===== config.mk =====
export PLATFORM = sky130hd
export DESIGN_NAME = turn_signal_mode_controller_top_flat
export DESIGN_NICKNAME = d
export VERILOG_FILES = /design/src/rtl/tsmctl_pkg.sv /design/src/rtl/tsmctl_if.sv /design/src/rtl/tsmctl_regs.sv /design/src/rtl/tsmctl_core.sv /design/src/rtl/turn_signal_mode_controller_top.sv /design/src/flat_wrapper.sv
export VERILOG_INCLUDE_DIRS = /design/src /design/src/rtl
export SDC_FILE = /design/constraint.sdc
export NUM_CORES = 1
export LEC_CHECK = 0
export ABC_CLOCK_PERIOD_IN_PS = 8600
export BUFFER_PORTS_ARGS = -buffer_cell sky130_fd_sc_hd__buf_2
export CORE_MARGIN = 5
export CORE_UTILIZATION = 55
export CTS_CLUSTER_DIAMETER = 200
export CTS_CLUSTER_SIZE = 10
export DETAILED_ROUTE_END_ITERATION = 7
export PLACE_DENSITY = 0.77
export SYNTH_ARGS = -nofsm -noshare
export SYNTH_HDL_FRONTEND = slang
export SYNTH_HIERARCHICAL = 1
export SYNTH_SLANG_ARGS = --single-unit

===== constraint.sdc =====
create_clock -name clk -period 8.6 [get_ports clk]
set_clock_uncertainty 0.2 [all_clocks]
set_input_delay 0.86 -clock clk [delete_from_list [all_inputs] [get_ports clk]]
set_output_delay 0.86 -clock clk [all_outputs]
set_load 0.05 [all_outputs]

===== src/rtl/turn_signal_mode_controller_top_assert.svh =====
// Assertion macros for the turn-signal mode controller.
// Included by the top level; expects clk and arst_n in scope.
`ifndef TURN_SIGNAL_MODE_CONTROLLER_TOP_ASSERT_SVH
`define TURN_SIGNAL_MODE_CONTROLLER_TOP_ASSERT_SVH

// Same-cycle implication, disabled during reset.
`define TSMCTL_ASSERT_NOW(lbl, ante, cons, msg) \
	lbl: assert property (@(posedge clk) disable iff (!arst_n) (ante) |-> (cons)) \
		else $error(msg);

// Next-cycle implication, disabled during reset.
`define TSMCTL_ASSERT_NEXT(lbl, ante, cons, msg) \
	lbl: assert property (@(posedge clk) disable iff (!arst_n) (ante) |=> (cons)) \
		else $error(msg);

`endif


===== src/rtl/tsmctl_pkg.sv =====
// Shared types and constants for the turn-signal mode controller.
// No dependencies; used by the interfaces and every module.
`timescale 1ns / 1ps

package tsmctl_pkg;

	// Turn-signal modes as seen on the result channel.
	typedef enum logic [1:0] {
		MODE_OFF    = 2'd0,
		MODE_RIGHT  = 2'd1,
		MODE_LEFT   = 2'd2,
		MODE_HAZARD = 2'd3
	} mode_t;

	// Kind of input beat.
	typedef enum logic {
		REQ_SAMPLE = 1'b0,
		REQ_TICK   = 1'b1
	} req_type_t;

	localparam int unsigned TIME_W    = 16;
	localparam int unsigned ELAPSED_W = 10;
	localparam int unsigned BTN_W     = 2;
	localparam int unsigned PADDR_W   = 3;
	localparam int unsigned PDATA_W   = 32;

	// Button bit positions.
	localparam int unsigned BTN_LEFT  = 1;
	localparam int unsigned BTN_RIGHT = 0;

	// Modes from which a press loads the raw buttons directly (off, hazard).
	localparam logic [3:0] MODE_RELOAD_MASK = 4'b1001;

	localparam logic [TIME_W-1:0] RESET_PERIOD = 16'd830;
	localparam logic [TIME_W-1:0] RESET_HOLD   = 16'd70;

	// Register index, taken from paddr[2].
	localparam logic REG_BLINK_PERIOD  = 1'b0;
	localparam logic REG_DEBOUNCE_HOLD = 1'b1;

	typedef struct packed {
		req_type_t            req_type;
		logic [BTN_W-1:0]     buttons;
		logic [ELAPSED_W-1:0] elapsed_ms;
	} item_t;

	typedef struct packed {
		logic [TIME_W-1:0] blink_period_ms;
		logic [TIME_W-1:0] debounce_hold_ms;
	} cfg_t;

	typedef struct packed {
		mode_t             mode;
		logic [TIME_W-1:0] blink_phase;
	} result_t;

endpackage


===== src/rtl/tsmctl_if.sv =====
// Valid/ready channel interfaces for input and result beats.
// Depends on tsmctl_pkg.
`timescale 1ns / 1ps

// Input channel: button samples and time ticks.
interface tsmctl_in_if;
	logic                                valid;
	logic                                ready;
	tsmctl_pkg::req_type_t               req_type;
	logic [tsmctl_pkg::BTN_W-1:0]        buttons;
	logic [tsmctl_pkg::ELAPSED_W-1:0]    elapsed_ms;

	modport source (output valid, output req_type, output buttons, output elapsed_ms,
		input ready);
	modport sink (input valid, input req_type, input buttons, input elapsed_ms,
		output ready);
endinterface

// Result channel: mode and blink phase after each input beat.
interface tsmctl_out_if;
	logic                              valid;
	logic                              ready;
	tsmctl_pkg::mode_t                 mode;
	logic [tsmctl_pkg::TIME_W-1:0]     blink_phase;

	modport source (output valid, output mode, output blink_phase, input ready);
	modport sink (input valid, input mode, input blink_phase, output ready);
endinterface


===== src/rtl/tsmctl_regs.sv =====
// APB-style configuration registers: blink period and debounce hold time.
// Depends on tsmctl_pkg.
`timescale 1ns / 1ps

module tsmctl_regs (
	input  logic                             clk,
	input  logic                             arst_n,
	input  logic                             psel,
	input  logic                             penable,
	input  logic                             pwrite,
	input  logic [tsmctl_pkg::PADDR_W-1:0]   paddr,
	input  logic [tsmctl_pkg::PDATA_W-1:0]   pwdata,
	output logic [tsmctl_pkg::PDATA_W-1:0]   prdata,
	output logic                             pready,
	output tsmctl_pkg::cfg_t                 cfg
);

	logic [tsmctl_pkg::TIME_W-1:0] period_q;
	logic [tsmctl_pkg::TIME_W-1:0] hold_q;
	logic                          wr_en;

	assign pready = 1'b1;
	assign wr_en  = psel & penable & pwrite;

	// Register writes complete in the access phase.
	always_ff @(posedge clk or negedge arst_n) begin
		if (!arst_n) begin
			period_q <= tsmctl_pkg::RESET_PERIOD;
			hold_q   <= tsmctl_pkg::RESET_HOLD;
		end else if (wr_en) begin
			unique case (paddr[2])
				tsmctl_pkg::REG_BLINK_PERIOD:  period_q <= pwdata[tsmctl_pkg::TIME_W-1:0];
				tsmctl_pkg::REG_DEBOUNCE_HOLD: hold_q   <= pwdata[tsmctl_pkg::TIME_W-1:0];
				default: ;
			endcase
		end
	end

	// Read mux.
	always_comb begin
		prdata = '0;
		unique case (paddr[2])
			tsmctl_pkg::REG_BLINK_PERIOD:  prdata[tsmctl_pkg::TIME_W-1:0] = period_q;
			tsmctl_pkg::REG_DEBOUNCE_HOLD: prdata[tsmctl_pkg::TIME_W-1:0] = hold_q;
			default: ;
		endcase
	end

	assign cfg.blink_period_ms  = period_q;
	assign cfg.debounce_hold_ms = hold_q;

endmodule


===== src/rtl/tsmctl_core.sv =====
// Controller state (mode, debounced buttons, phase, hold timers) and its update.
// Depends on tsmctl_pkg.
`timescale 1ns / 1ps

module tsmctl_core (
	input  logic                clk,
	input  logic                arst_n,
	input  logic                step,
	input  tsmctl_pkg::item_t   item,
	input  tsmctl_pkg::cfg_t    cfg,
	output tsmctl_pkg::mode_t   cur_mode,
	output tsmctl_pkg::result_t nxt
);

	localparam int unsigned TW = tsmctl_pkg::TIME_W;

	tsmctl_pkg::mode_t             mode_q;
	logic [tsmctl_pkg::BTN_W-1:0]  prev_db_q;
	logic [TW-1:0]                 phase_q;
	logic [TW-1:0]                 left_q;
	logic [TW-1:0]                 right_q;

	tsmctl_pkg::mode_t             mode_d;
	logic [tsmctl_pkg::BTN_W-1:0]  prev_db_d;
	logic [TW-1:0]                 phase_d;
	logic [TW-1:0]                 left_d;
	logic [TW-1:0]                 right_d;

	logic [tsmctl_pkg::BTN_W-1:0]  raw;
	logic [tsmctl_pkg::BTN_W-1:0]  db;
	logic [tsmctl_pkg::BTN_W-1:0]  rises;
	logic [TW-1:0]                 left_s;
	logic [TW-1:0]                 right_s;
	tsmctl_pkg::mode_t             mode_s;
	logic                          reload;
	logic [TW-1:0]                 dt;
	logic [TW-1:0]                 sum;

	assign raw = item.buttons;
	assign dt  = {{(TW - tsmctl_pkg::ELAPSED_W){1'b0}}, item.elapsed_ms};

	// Sample path: reload hold timers, stretch the buttons, detect rising edges.
	always_comb begin
		left_s  = raw[tsmctl_pkg::BTN_LEFT]  ? cfg.debounce_hold_ms : left_q;
		right_s = raw[tsmctl_pkg::BTN_RIGHT] ? cfg.debounce_hold_ms : right_q;
		db      = raw;
		db[tsmctl_pkg::BTN_LEFT]  = raw[tsmctl_pkg::BTN_LEFT]  | (left_s  != '0);
		db[tsmctl_pkg::BTN_RIGHT] = raw[tsmctl_pkg::BTN_RIGHT] | (right_s != '0);
		rises  = db & ~prev_db_q;
		reload = tsmctl_pkg::MODE_RELOAD_MASK[mode_q];
		mode_s = mode_q;
		if (rises != '0) begin
			priority if (reload) begin
				mode_s = tsmctl_pkg::mode_t'(raw);
			end else if (raw == tsmctl_pkg::MODE_HAZARD) begin
				mode_s = tsmctl_pkg::MODE_HAZARD;
			end else if (raw != mode_q) begin
				mode_s = tsmctl_pkg::MODE_OFF;
			end else begin
				// A press of the same side keeps the current mode.
				mode_s = mode_q;
			end
		end
	end

	// Tick path: advance the phase with one wrap by the period.
	assign sum = phase_q + dt;

	// Next-state selection by beat kind.
	always_comb begin
		mode_d    = mode_q;
		prev_db_d = prev_db_q;
		phase_d   = phase_q;
		left_d    = left_q;
		right_d   = right_q;
		unique case (item.req_type)
			tsmctl_pkg::REQ_SAMPLE: begin
				mode_d    = mode_s;
				prev_db_d = db;
				left_d    = left_s;
				right_d   = right_s;
				if (mode_s != mode_q) begin
					phase_d = '0;
				end
			end
			tsmctl_pkg::REQ_TICK: begin
				phase_d = (sum >= cfg.blink_period_ms) ? sum - cfg.blink_period_ms : sum;
				left_d  = (left_q  > dt) ? left_q  - dt : '0;
				right_d = (right_q > dt) ? right_q - dt : '0;
			end
			default: ;
		endcase
	end

	// State registers advance once per processed beat.
	always_ff @(posedge clk or negedge arst_n) begin
		if (!arst_n) begin
			mode_q    <= tsmctl_pkg::MODE_OFF;
			prev_db_q <= '0;
			phase_q   <= '0;
			left_q    <= '0;
			right_q   <= '0;
		end else if (step) begin
			mode_q    <= mode_d;
			prev_db_q <= prev_db_d;
			phase_q   <= phase_d;
			left_q    <= left_d;
			right_q   <= right_d;
		end
	end

	assign cur_mode        = mode_q;
	assign nxt.mode        = mode_d;
	assign nxt.blink_phase = phase_d;

endmodule


===== src/rtl/turn_signal_mode_controller_top.sv =====
// Turn-signal mode controller: accepts one button sample or time tick per clock and
// returns one result beat (mode and blink phase after the update) for each. A beat
// is held in the input register, where the state update is computed, and the
// result then sits in the output register until it is taken; the sustained rate
// is one beat per cycle while results are taken, set by the single state update path
// between these two registers. While a finished result waits, the input side takes
// one more beat into an empty input register, then stalls until the result is taken.
// Configuration is an APB-style port: blink period at 0x0, debounce hold at 0x4.
// Depends on tsmctl_pkg, the channel interfaces, tsmctl_regs and tsmctl_core.
`timescale 1ns / 1ps

`include "turn_signal_mode_controller_top_assert.svh"

module turn_signal_mode_controller_top (
	input  logic                             clk,
	input  logic                             arst_n,
	tsmctl_in_if.sink                        req,
	tsmctl_out_if.source                     rsp,
	input  logic                             psel,
	input  logic                             penable,
	input  logic                             pwrite,
	input  logic [tsmctl_pkg::PADDR_W-1:0]   paddr,
	input  logic [tsmctl_pkg::PDATA_W-1:0]   pwdata,
	output logic [tsmctl_pkg::PDATA_W-1:0]   prdata,
	output logic                             pready
);

	tsmctl_pkg::cfg_t    cfg;
	tsmctl_pkg::item_t   item_s1;
	logic                valid_s1;
	logic                advance;
	tsmctl_pkg::mode_t   cur_mode;
	tsmctl_pkg::result_t nxt;
	tsmctl_pkg::result_t res_q;
	logic                res_valid_q;

	// Configuration registers.
	tsmctl_regs u_regs (
		.clk     (clk),
		.arst_n  (arst_n),
		.psel    (psel),
		.penable (penable),
		.pwrite  (pwrite),
		.paddr   (paddr),
		.pwdata  (pwdata),
		.prdata  (prdata),
		.pready  (pready),
		.cfg     (cfg)
	);

	// Handshake: the input stage moves when the result register is free or drains.
	assign advance   = valid_s1 & (~res_valid_q | rsp.ready);
	assign req.ready = ~valid_s1 | advance;

	// Input register.
	always_ff @(posedge clk or negedge arst_n) begin
		if (!arst_n) begin
			valid_s1 <= 1'b0;
		end else if (req.ready) begin
			valid_s1 <= req.valid;
		end
	end

	always_ff @(posedge clk) begin
		if (req.ready & req.valid) begin
			item_s1.req_type   <= req.req_type;
			item_s1.buttons    <= req.buttons;
			item_s1.elapsed_ms <= req.elapsed_ms;
		end
	end

	// State update.
	tsmctl_core u_core (
		.clk      (clk),
		.arst_n   (arst_n),
		.step     (advance),
		.item     (item_s1),
		.cfg      (cfg),
		.cur_mode (cur_mode),
		.nxt      (nxt)
	);

	// Result register.
	always_ff @(posedge clk or negedge arst_n) begin
		if (!arst_n) begin
			res_valid_q <= 1'b0;
		end else if (advance) begin
			res_valid_q <= 1'b1;
		end else if (rsp.ready) begin
			res_valid_q <= 1'b0;
		end
	end

	always_ff @(posedge clk) begin
		if (advance) begin
			res_q <= nxt;
		end
	end

	assign rsp.valid       = res_valid_q;
	assign rsp.mode        = res_q.mode;
	assign rsp.blink_phase = res_q.blink_phase;

	// Checks on the stage handoff and the mode rules.
	`TSMCTL_ASSERT_NOW(a_ready_when_empty, !valid_s1, req.ready,
		"input stage empty but not ready")
	`TSMCTL_ASSERT_NEXT(a_result_after_step, advance, rsp.valid,
		"processed beat left no result")
	`TSMCTL_ASSERT_NEXT(a_tick_keeps_mode, advance && item_s1.req_type == tsmctl_pkg::REQ_TICK,
		rsp.mode == $past(cur_mode), "tick changed the mode")
	`TSMCTL_ASSERT_NEXT(a_mode_change_clears_phase, advance && nxt.mode != cur_mode,
		rsp.blink_phase == '0, "mode change did not clear the phase")

endmodule


===== src/flat_wrapper.sv =====
// flat-port wrapper written by rule: the top's interface ports become plain ports
module turn_signal_mode_controller_top_flat 
  (clk, arst_n, psel, penable, pwrite, paddr, pwdata, prdata, pready, req_valid, req_req_type, req_buttons, req_elapsed_ms, req_ready, rsp_valid, rsp_mode, rsp_blink_phase, rsp_ready);
  tsmctl_in_if req_i ();
  tsmctl_out_if rsp_i ();
  input  logic clk;
  input  logic arst_n;
  input  logic psel;
  input  logic penable;
  input  logic pwrite;
  input  logic [tsmctl_pkg::PADDR_W-1:0] paddr;
  input  logic [tsmctl_pkg::PDATA_W-1:0] pwdata;
  output logic [tsmctl_pkg::PDATA_W-1:0] prdata;
  output logic pready;
  input wire logic [$bits(req_i.valid)-1:0] req_valid;
  input wire logic [$bits(req_i.req_type)-1:0] req_req_type;
  input wire logic [$bits(req_i.buttons)-1:0] req_buttons;
  input wire logic [$bits(req_i.elapsed_ms)-1:0] req_elapsed_ms;
  output wire logic [$bits(req_i.ready)-1:0] req_ready;
  output wire logic [$bits(rsp_i.valid)-1:0] rsp_valid;
  output wire logic [$bits(rsp_i.mode)-1:0] rsp_mode;
  output wire logic [$bits(rsp_i.blink_phase)-1:0] rsp_blink_phase;
  input wire logic [$bits(rsp_i.ready)-1:0] rsp_ready;
  assign req_i.valid = req_valid;
  assign req_i.req_type = req_req_type;
  assign req_i.buttons = req_buttons;
  assign req_i.elapsed_ms = req_elapsed_ms;
  assign req_ready = req_i.ready;
  assign rsp_valid = rsp_i.valid;
  assign rsp_mode = rsp_i.mode;
  assign rsp_blink_phase = rsp_i.blink_phase;
  assign rsp_i.ready = rsp_ready;
  turn_signal_mode_controller_top u_core (.clk(clk), .arst_n(arst_n), .req(req_i), .rsp(rsp_i), .psel(psel), .penable(penable), .pwrite(pwrite), .paddr(paddr), .pwdata(pwdata), .prdata(prdata), .pready(pready));
endmodule

[After elaboration in Yosys (flattened, before gate mapping)]
Index checks and enable logic that the tools add are counted.
Word-level totals
  register bits: 117
  input bits: 55
  output and inout port bits: 53
  word-level logic and storage cells: 65
Operators by class
  add/sub/neg operators: 4
  $lt $le $gt $ge: 4
  equal/unequal tests: 3
  multiplexer cells: 19
  bitwise gates (word level): 14
  reduce and logical (&&, ||, !) cells: 7
Operators by type and width (number)
  case mux 16 bit (2 select lines): 4
  two-way mux 16 bit: 6
  > comparator 16 x 10 -> 1 bit: 2
  nonzero test 16 bit: 2
  subtractor 16 x 10 -> 16 bit: 2
  adder 16 x 10 -> 16 bit: 1
  greater-or-equal comparator 16 bit: 1
  subtractor 16 bit: 1
  two-way mux 2 bit: 5
  AND reduction 2 bit: 3
  bitwise AND 1 bit: 4
  inequality test 2 bit: 2
  NOT 1 bit: 4
  bitwise OR 1 bit: 4
  nonzero test 2 bit: 2
  less-than comparator 2 x 3 -> 1 bit, second input constant: 1
  two-way mux 1 bit: 3
  bitwise AND 2 bit: 1
  binary-select mux 1 bit (select 2 bit): 1
  equality test 2 bit, second input constant: 1
  NOT 2 bit: 1

[Logic depth before layout (Yosys ltp)]
Gate-level depths: netlist of the first run.
  depth in word-level cells: 9
  mapped depth: 18
  mapped depth without buffers: 15

[Cells and area by module]
Netlist of the first run, hierarchy kept.
Modules (own cells, without submodules)
  tsmctl_core: instances 1, cells an instance 647, area an instance 5440.2 µm², seq. area each 1301.2 µm²
  tsmctl_regs: instances 1, cells an instance 105, area an instance 1610.3 µm², seq. area each 813.3 µm²
  turn_signal_mode_controller_top: instances 1, cells an instance 39, area an instance 1034.7 µm², seq. area each 980.9 µm²

[Least setup slack after synthesis of the first run]
OpenSTA, ideal clock, no wires.
  path type: register -> register
  start point: register u_core/item_s1[0] (netlist bit)
  end point: register u_core.res_q, in the netlist u_core/rsp.blink_phase[10], data pin
  setup time: 0.256 ns
  arrival: 3.926 ns
  data required time: 8.144 ns
  slack: 4.218 ns
  cell stages (with the launch flop): 19
  buffers on the path: 3
  period minus slack after synthesis: 4.382 ns
  cell sequence: edfxtp_1 -> ha_1 -> fa_1 -> a21oi_1 -> o2111ai_1 -> a31o_2 -> a21oi_1 -> xnor2_1 -> ha_1 -> buf_2 -> o21ai_1 -> o21ai_2 -> a21oi_1 -> a21oi_2 -> a221o_1 -> buf_6 -> buf_12 -> mux2_4 -> a22o_1
RTL lines
  start, declared: line turn_signal_mode_controller_top.sv:29  | tsmctl_pkg::item_t item_s1;
  end signal, assigned: line turn_signal_mode_controller_top.sv:96  | res_q <= nxt;
  end, declared: line turn_signal_mode_controller_top.sv:34  | tsmctl_pkg::result_t res_q;

==> results.py, run 1 <==
metrics = {
    "setup_path": {
        "arrival_ns": 5.21,
        "critPathKind": "reg -> reg",
        "r2r-start": "u_core/item_s1[0]",
        "worstPathMaxFanout": 15,
        "reg2reg_slack_ns": 3.37,
        "cp-end-kind": "flip-flop",
        "startpoint": "u_core/item_s1[0]",
        "crit_path_start_kind": "flip-flop",
        "cp.required_ns": 8.58,
    },
    "synthesis": {
        "yosys_warnings": 6,
        "avgSynthCellArea_sq_um": 10.2,
        "synth-edff-count": 31,
        "synth_cells": 791,
        "synth.top_cells.by_area": "dfrtp_1 24%, edfxtp_1 12%, ha_1 7.1%",
        "synth_top_area_frac": 0.235,
        "ys_ff_latch": 117,
        "netlist_area_sq_mm": 0.00809,
        "yosysSeqAreaShare": 0.383,
        "synth_top_area_cell": "dfrtp_1",
        "async_flop_share": 0.735,
        "synth_flop_cell": "dfrtp_1",
        "ys_types": 78,
    },
    "power": {
        "power.density_mw_per_mm2": 417,
        "peakVddDrop_v": 0.000198,
        "total_power_mw": 3.78,
        "p_leak_nw": 4.09,
    },
    "global_route": {
        "antenna_found_initial": 0,
        "grt_pass1_vias": 6221,
        "grt_max_degree": 54,
        "track_usage": 0.242,
        "grt_pass1_wl_mm": 33.7,
        "grt.overflow.total": 0,
    },
    "drt": {
        "via_per_inst": 6.20,
        "vias": 6533,
        "avgRoutedWirePerCell_um": 20.0,
        "finalWirelength_mm": 21.0,
        "drc_errors": 0,
        "ant_nets": 0,
        "drt_iter0_markers": 819,
        "first_pass_iters": 6,
    },
    "floorplanning": {
        "core.rowCount": 44,
        "chipWidth_um": 131,
        "die_h_um": 131,
        "dieArea_sq_mm": 0.0172,
        "core-area_sq_mm": 0.0145,
        "io_pins": 108,
        "initial_core_util": 0.558,
    },
    "finish": {
        "finalNetCount": 961,
        "post-route-util": 0.625,
        "final_cell_area_sq_mm": 0.00905,
        "insertedDiodeCount": 0,
        "area_growth_pct": 12.0,
        "layout_common_cells": "76 x dfrtp_1, 71 x buf_2, 48 x inv_1",
        "mostFrequentLayoutCell": "dfrtp_1",
        "final_layout_size_suffix_gt1_frac": 0.238,
    },
    "clock_network": {
        "hold_buffers": 0,
        "cts_resized": 0,
        "clk_pin_slew_worst_paths_ns": 0.06,
        "clk_path_buf_depth": 2,
        "cts_buffers": 17,
        "root_buffer": "clkbuf_16",
        "clkLatencyLatePin_ns": 0.43,
        "post-cts-setup-buffers": 0,
        "clock_sinks": 117,
        "tritoncts": "done",
        "htree_levels": 4,
    },
    "placement": {
        "placed_area_sq_mm": 0.00846,
        "dpl.hpwl_mm": 15.4,
        "pre_cts_ws_ns": 3.53,
        "io_buffer_count": 72,
        "place_congestion": 0.937,
    },
    "timing": {
        "rsz0062_at_grt": "false",
        "worst_pin_slew_ns": 1.15,
        "max-slew-margin-rel": 0.230,
        "report.final.slew_viol_count": 0,
        "fin_tns_setup_ns": 0,
        "setup_slack_ns": 3.37,
        "timing.fmax_ghz": 0.191,
        "finalCriticalPeriod_ns": 5.23,
        "setup_viol": 0,
        "period_share": 0.608,
        "hold_viol": 0,
    },
    "flow_run": {
        "drv_cap": 0,
    },
    "worst_hold_path": {
        "min_path_type": "in -> async",
    },
    "outcome": {
        "outcome": "completed",
    },
}
-- area by class of cell --
type / count / area (sq um)
clock buffers: 21 / 482
clock inverters: 11 / 111
fillers: 1174 / 5420
inverters: 49 / 184
multi-input cells: 594 / 4550
flip-flops and latches: 117 / 3100
well taps: 184 / 230
repair buffers: 77 / 400
-- routing by layer --
metal | GRT usage | share of wire | vias to the layer above
met4 | 0.0756 | 0.018 | 0
li1 | - | - | 3076
met3 | 0.0417 | 0.066 | 27
met1 | 0.352 | 0.45 | 3156
met2 | 0.371 | 0.46 | 274
met5 | 0 | 0 | -
-- registers in the layout (all words and copies together), names as in the netlist, 2 cells and up --
name / flops
u_core/rsp.blink_phase: 16
u_core/rsp.mode: 2
u_core/u_regs/period_q: 16
u_core/u_core/right_q: 16
u_core/u_core/prev_db_q: 2
u_core/u_core/left_q: 16
u_core/u_regs/hold_q: 16
u_core/u_core/phase_q: 16
u_core/item_s1: 13
u_core/u_core/cur_mode: 2
-- per-stage QoR --
step | hold WS, ns | instances
floorplan | 0.274 | 806
global placement | 0.287 | 1021
detailed placement | 0.298 | 1021
CTS | 0.191 | 1053
global route | 0.217 | 1053
finish | 0.183 | 1053
-- cell usage after synthesis, types with 24 or more instances --
cell type	count
mux2_2	44
dfrtp_1	76
xnor2_1	24
nor2_1	36
o21ai_0	32
nand3_1	30
a22o_1	28
inv_1	48
nand2_1	36
edfxtp_1	31
ha_1	46
a21oi_1	44
-- worst max-delay path, cell delays in order (launching register included) --
cell       delay (ns)
edfxtp_1         0.50
ha_1             0.29
fa_1             0.41
a21oi_1          0.26
o2111ai_1        0.25
a31o_2           0.30
a21oi_1          0.17
xnor2_1          0.15
ha_1             0.46
o21ai_1          0.14
o21ai_2          0.21
o211ai_2         0.12
a21oi_2          0.16
a221o_1          0.67
mux2_2           0.44
a22o_1           0.23
-- final timing paths --
| check | end | cells past startpoint |
|---|---|---|
| worst max-delay path | u_core/rsp.blink_phase[14] | 15 |
| worst max register to register | u_core/rsp.blink_phase[14] | 15 |
| max in group asynchronous | u_core/u_core/left_q[0] | 2 |
| worst min register to register | u_core/u_core/prev_db_q[1] | 2 |
| min in group clk | u_core/u_core/prev_db_q[1] | 2 |
| worst min-delay path | u_core/u_core/phase_q[7] | 1 |
-- cell families after synthesis --
kind of cell / share of synthesized area
AND/OR/NAND/NOR: 0.133
buffers and inverters: 0.0611
AO/OA/AOI/OAI: 0.201
flip-flops: 0.383
XOR/XNOR: 0.0455
adder cells (fa/ha/maj): 0.0811
other: 0.000929
multiplexers: 0.0941
-- report_power, final --
group	switching, mW	internal (mW)	leakage, nW
sequential	0.191	0.771	1.35
clock	0.272	0.435	0.294
combinational	1.23	0.877	2.45
total	1.69	2.08	4.09
Power figures use the tool's default switching activity.
==> run 2: changes to the inputs <==
--- a/config.mk
+++ b/config.mk
@@ -6,7 +6,7 @@
 export SDC_FILE = /design/constraint.sdc
 export NUM_CORES = 1
 export LEC_CHECK = 0
-export ABC_CLOCK_PERIOD_IN_PS = 8600
+export ABC_CLOCK_PERIOD_IN_PS = 5100
 export BUFFER_PORTS_ARGS = -buffer_cell sky130_fd_sc_hd__buf_2
 export CORE_MARGIN = 5
 export CORE_UTILIZATION = 55
==> constraint.sdc (replaced) <==
create_clock -name clk -period 5.1 [get_ports clk]
set_clock_uncertainty 0.2 [all_clocks]
set_input_delay 0.51 -clock clk [delete_from_list [all_inputs] [get_ports clk]]
set_output_delay 0.51 -clock clk [all_outputs]
set_load 0.05 [all_outputs]
==> run 2 against run 1 <==
- first-iteration DRC count is 6.6% lower
- worst setup slack got worse by 3.1 ns
- hold slack worse by 0.11 ns
- sequential power is 68% higher
- critical endpoint unchanged
- largest cell class unchanged
- highest routed layer unchanged
==> results.py, run 2 (synthesis gave the netlist of run 1 again) <==
metrics = {
    "setup_path": {
        "worstPathMaxFanout": 15,
        "crit_path_start_kind": "flip-flop",
        "cp-end-kind": "flip-flop",
        "r2r_cells": 16,
        "arrival_ns": 4.80,
        "cp.required_ns": 5.07,
        "critPathKind": "reg -> reg",
    },
    "global_route": {
        "grt_pass1_wl_mm": 34.5,
        "antenna_found_initial": 0,
        "track_usage": 0.247,
        "grt_max_degree": 54,
        "grt.overflow.total": 0,
        "grt_pass1_vias": 6467,
    },
    "drt": {
        "finalWirelength_mm": 21.3,
        "first_pass_iters": 5,
        "avgRoutedWirePerCell_um": 20.1,
        "via_per_inst": 6.29,
        "vias": 6650,
        "drt_iter0_markers": 765,
        "ant_nets": 0,
        "drc_errors": 0,
    },
    "placement": {
        "dpl.hpwl_mm": 15.9,
        "place_congestion": 0.920,
        "io_buffer_count": 72,
        "pre_cts_ws_ns": 0.368,
    },
    "floorplanning": {
        "io_pins": 108,
        "chipWidth_um": 131,
        "core.rowCount": 44,
        "dieArea_sq_mm": 0.0172,
        "die_h_um": 131,
        "core-area_sq_mm": 0.0145,
        "initial_core_util": 0.558,
    },
    "worst_hold_path": {
        "worstHoldPathCells": 1,
        "min_path_type": "in -> reg",
    },
    "timing": {
        "report.final.slew_viol_count": 0,
        "setup_viol": 0,
        "fin_tns_setup_ns": 0,
        "rsz0062_at_grt": "false",
        "max-slew-margin-rel": 0.263,
        "period_share": 0.947,
        "worst_pin_slew_ns": 1.10,
        "holdWs_ns": 0.0689,
        "hold_viol": 0,
        "finalCriticalPeriod_ns": 4.83,
        "timing.fmax_ghz": 0.207,
        "setup_slack_ns": 0.272,
    },
    "clock_network": {
        "clk_pin_slew_worst_paths_ns": 0.05,
        "cts_resized": 0,
        "clock_sinks": 117,
        "cts_buffers": 17,
        "htree_levels": 4,
        "clkLatencyLatePin_ns": 0.42,
        "post-cts-setup-buffers": 0,
        "hold_buffers": 1,
        "tritoncts": "done",
        "root_buffer": "clkbuf_16",
        "clk_path_buf_depth": 2,
    },
    "finish": {
        "finalNetCount": 965,
        "area_growth_pct": 12.2,
        "layout_common_cells": "76 x dfrtp_1, 71 x buf_2, 48 x inv_1",
        "insertedDiodeCount": 0,
        "nFillCells": 1217,
        "mostFrequentLayoutCell": "dfrtp_1",
        "final_layout_size_suffix_gt1_frac": 0.238,
    },
    "power": {
        "power.density_mw_per_mm2": 702,
        "p_leak_nw": 4.10,
        "peakVddDrop_v": 0.000350,
    },
    "outcome": {
        "outcome": "completed",
    },
    "flow_run": {
        "drv_cap": 0,
    },
}
run 2: cell types whose count changed in the layout (fill, tap and decap cells not counted), moves of 2 or more:
cell | previous run | this run
inv_6 | 4 | 0
buf_4 | 6 | 9
clkbuf_1 | 1 | 3
clkbuf_16 | 18 | 20
clkbuf_8 | 2 | 0
clkinvlp_4 | 0 | 2
run 2: routing by layer:
metal	wire, um	vias to the layer above	part of all wire	GRT usage
li1	-	3076	-	-
met1	9360	3216	0.44	0.342
met2	9580	302	0.45	0.371
met3	1670	56	0.079	0.0619
met4	673	0	0.032	0.0999
met5	0	-	0	0
run 2: path summary, 6_finish.rpt:
kind | from | endpoint | slack, ns
max reg2reg | u_core/item_s1[0] | u_core/rsp.blink_phase[14] | 0.27
min | req_buttons[0] | u_core/item_s1[10] | 0.07
max | u_core/item_s1[0] | u_core/rsp.blink_phase[14] | 0.27
min reg2reg | u_core/u_core/prev_db_q[1] | u_core/u_core/prev_db_q[1] | 0.31
min in group asynchronous | arst_n | u_core/u_core/phase_q[11] | 0.40
max in group asynchronous | arst_n | u_core/u_core/left_q[7] | 3.26
run 2: critical path, stage by stage, from the launching register on:
cell,delay [ns]
edfxtp_1,0.47
ha_1,0.27
fa_1,0.41
a21oi_1,0.27
o2111ai_1,0.23
a31o_2,0.28
a21oi_1,0.17
xnor2_1,0.21
ha_1,0.38
o21ai_1,0.25
o21ai_2,0.12
a21oi_1,0.18
a21oi_2,0.09
a221o_1,0.29
buf_4,0.22
mux2_2,0.31
a22o_1,0.23
run 2: area by class of cell:
type / instances / area [sq um] / share of cell area
multi-input combinational: 594 / 4550 / 0.502
sequential: 117 / 3100 / 0.341
clock buffer: 23 / 512 / 0.0564
timing repair buffer: 81 / 433 / 0.0477
tap: 184 / 230 / 0.0254
inverter: 49 / 184 / 0.0203
clock inverter: 9 / 66.3 / 0.00731
run 2: stage by stage:
stage,utilization,instances,power [mW],instance area [sq um]
after global routing,0.627,1057,6.80,9070
after global placement,0.586,1024,5.07,8480
final,0.627,1057,6.37,9070
after detailed placement,0.586,1024,5.13,8480
after CTS,0.627,1057,6.31,9070
after floorplan,-,806,4.40,8140
run 2: power by group:
group / leakage [nW] / total, mW / internal [mW] / switching (mW)
Combinational: 2.47 / 3.59 / 1.49 / 2.10
Clock: 0.279 / 1.15 / 0.709 / 0.439
Sequential: 1.35 / 1.62 / 1.30 / 0.324
Total: 4.10 / 6.37 / 3.50 / 2.87
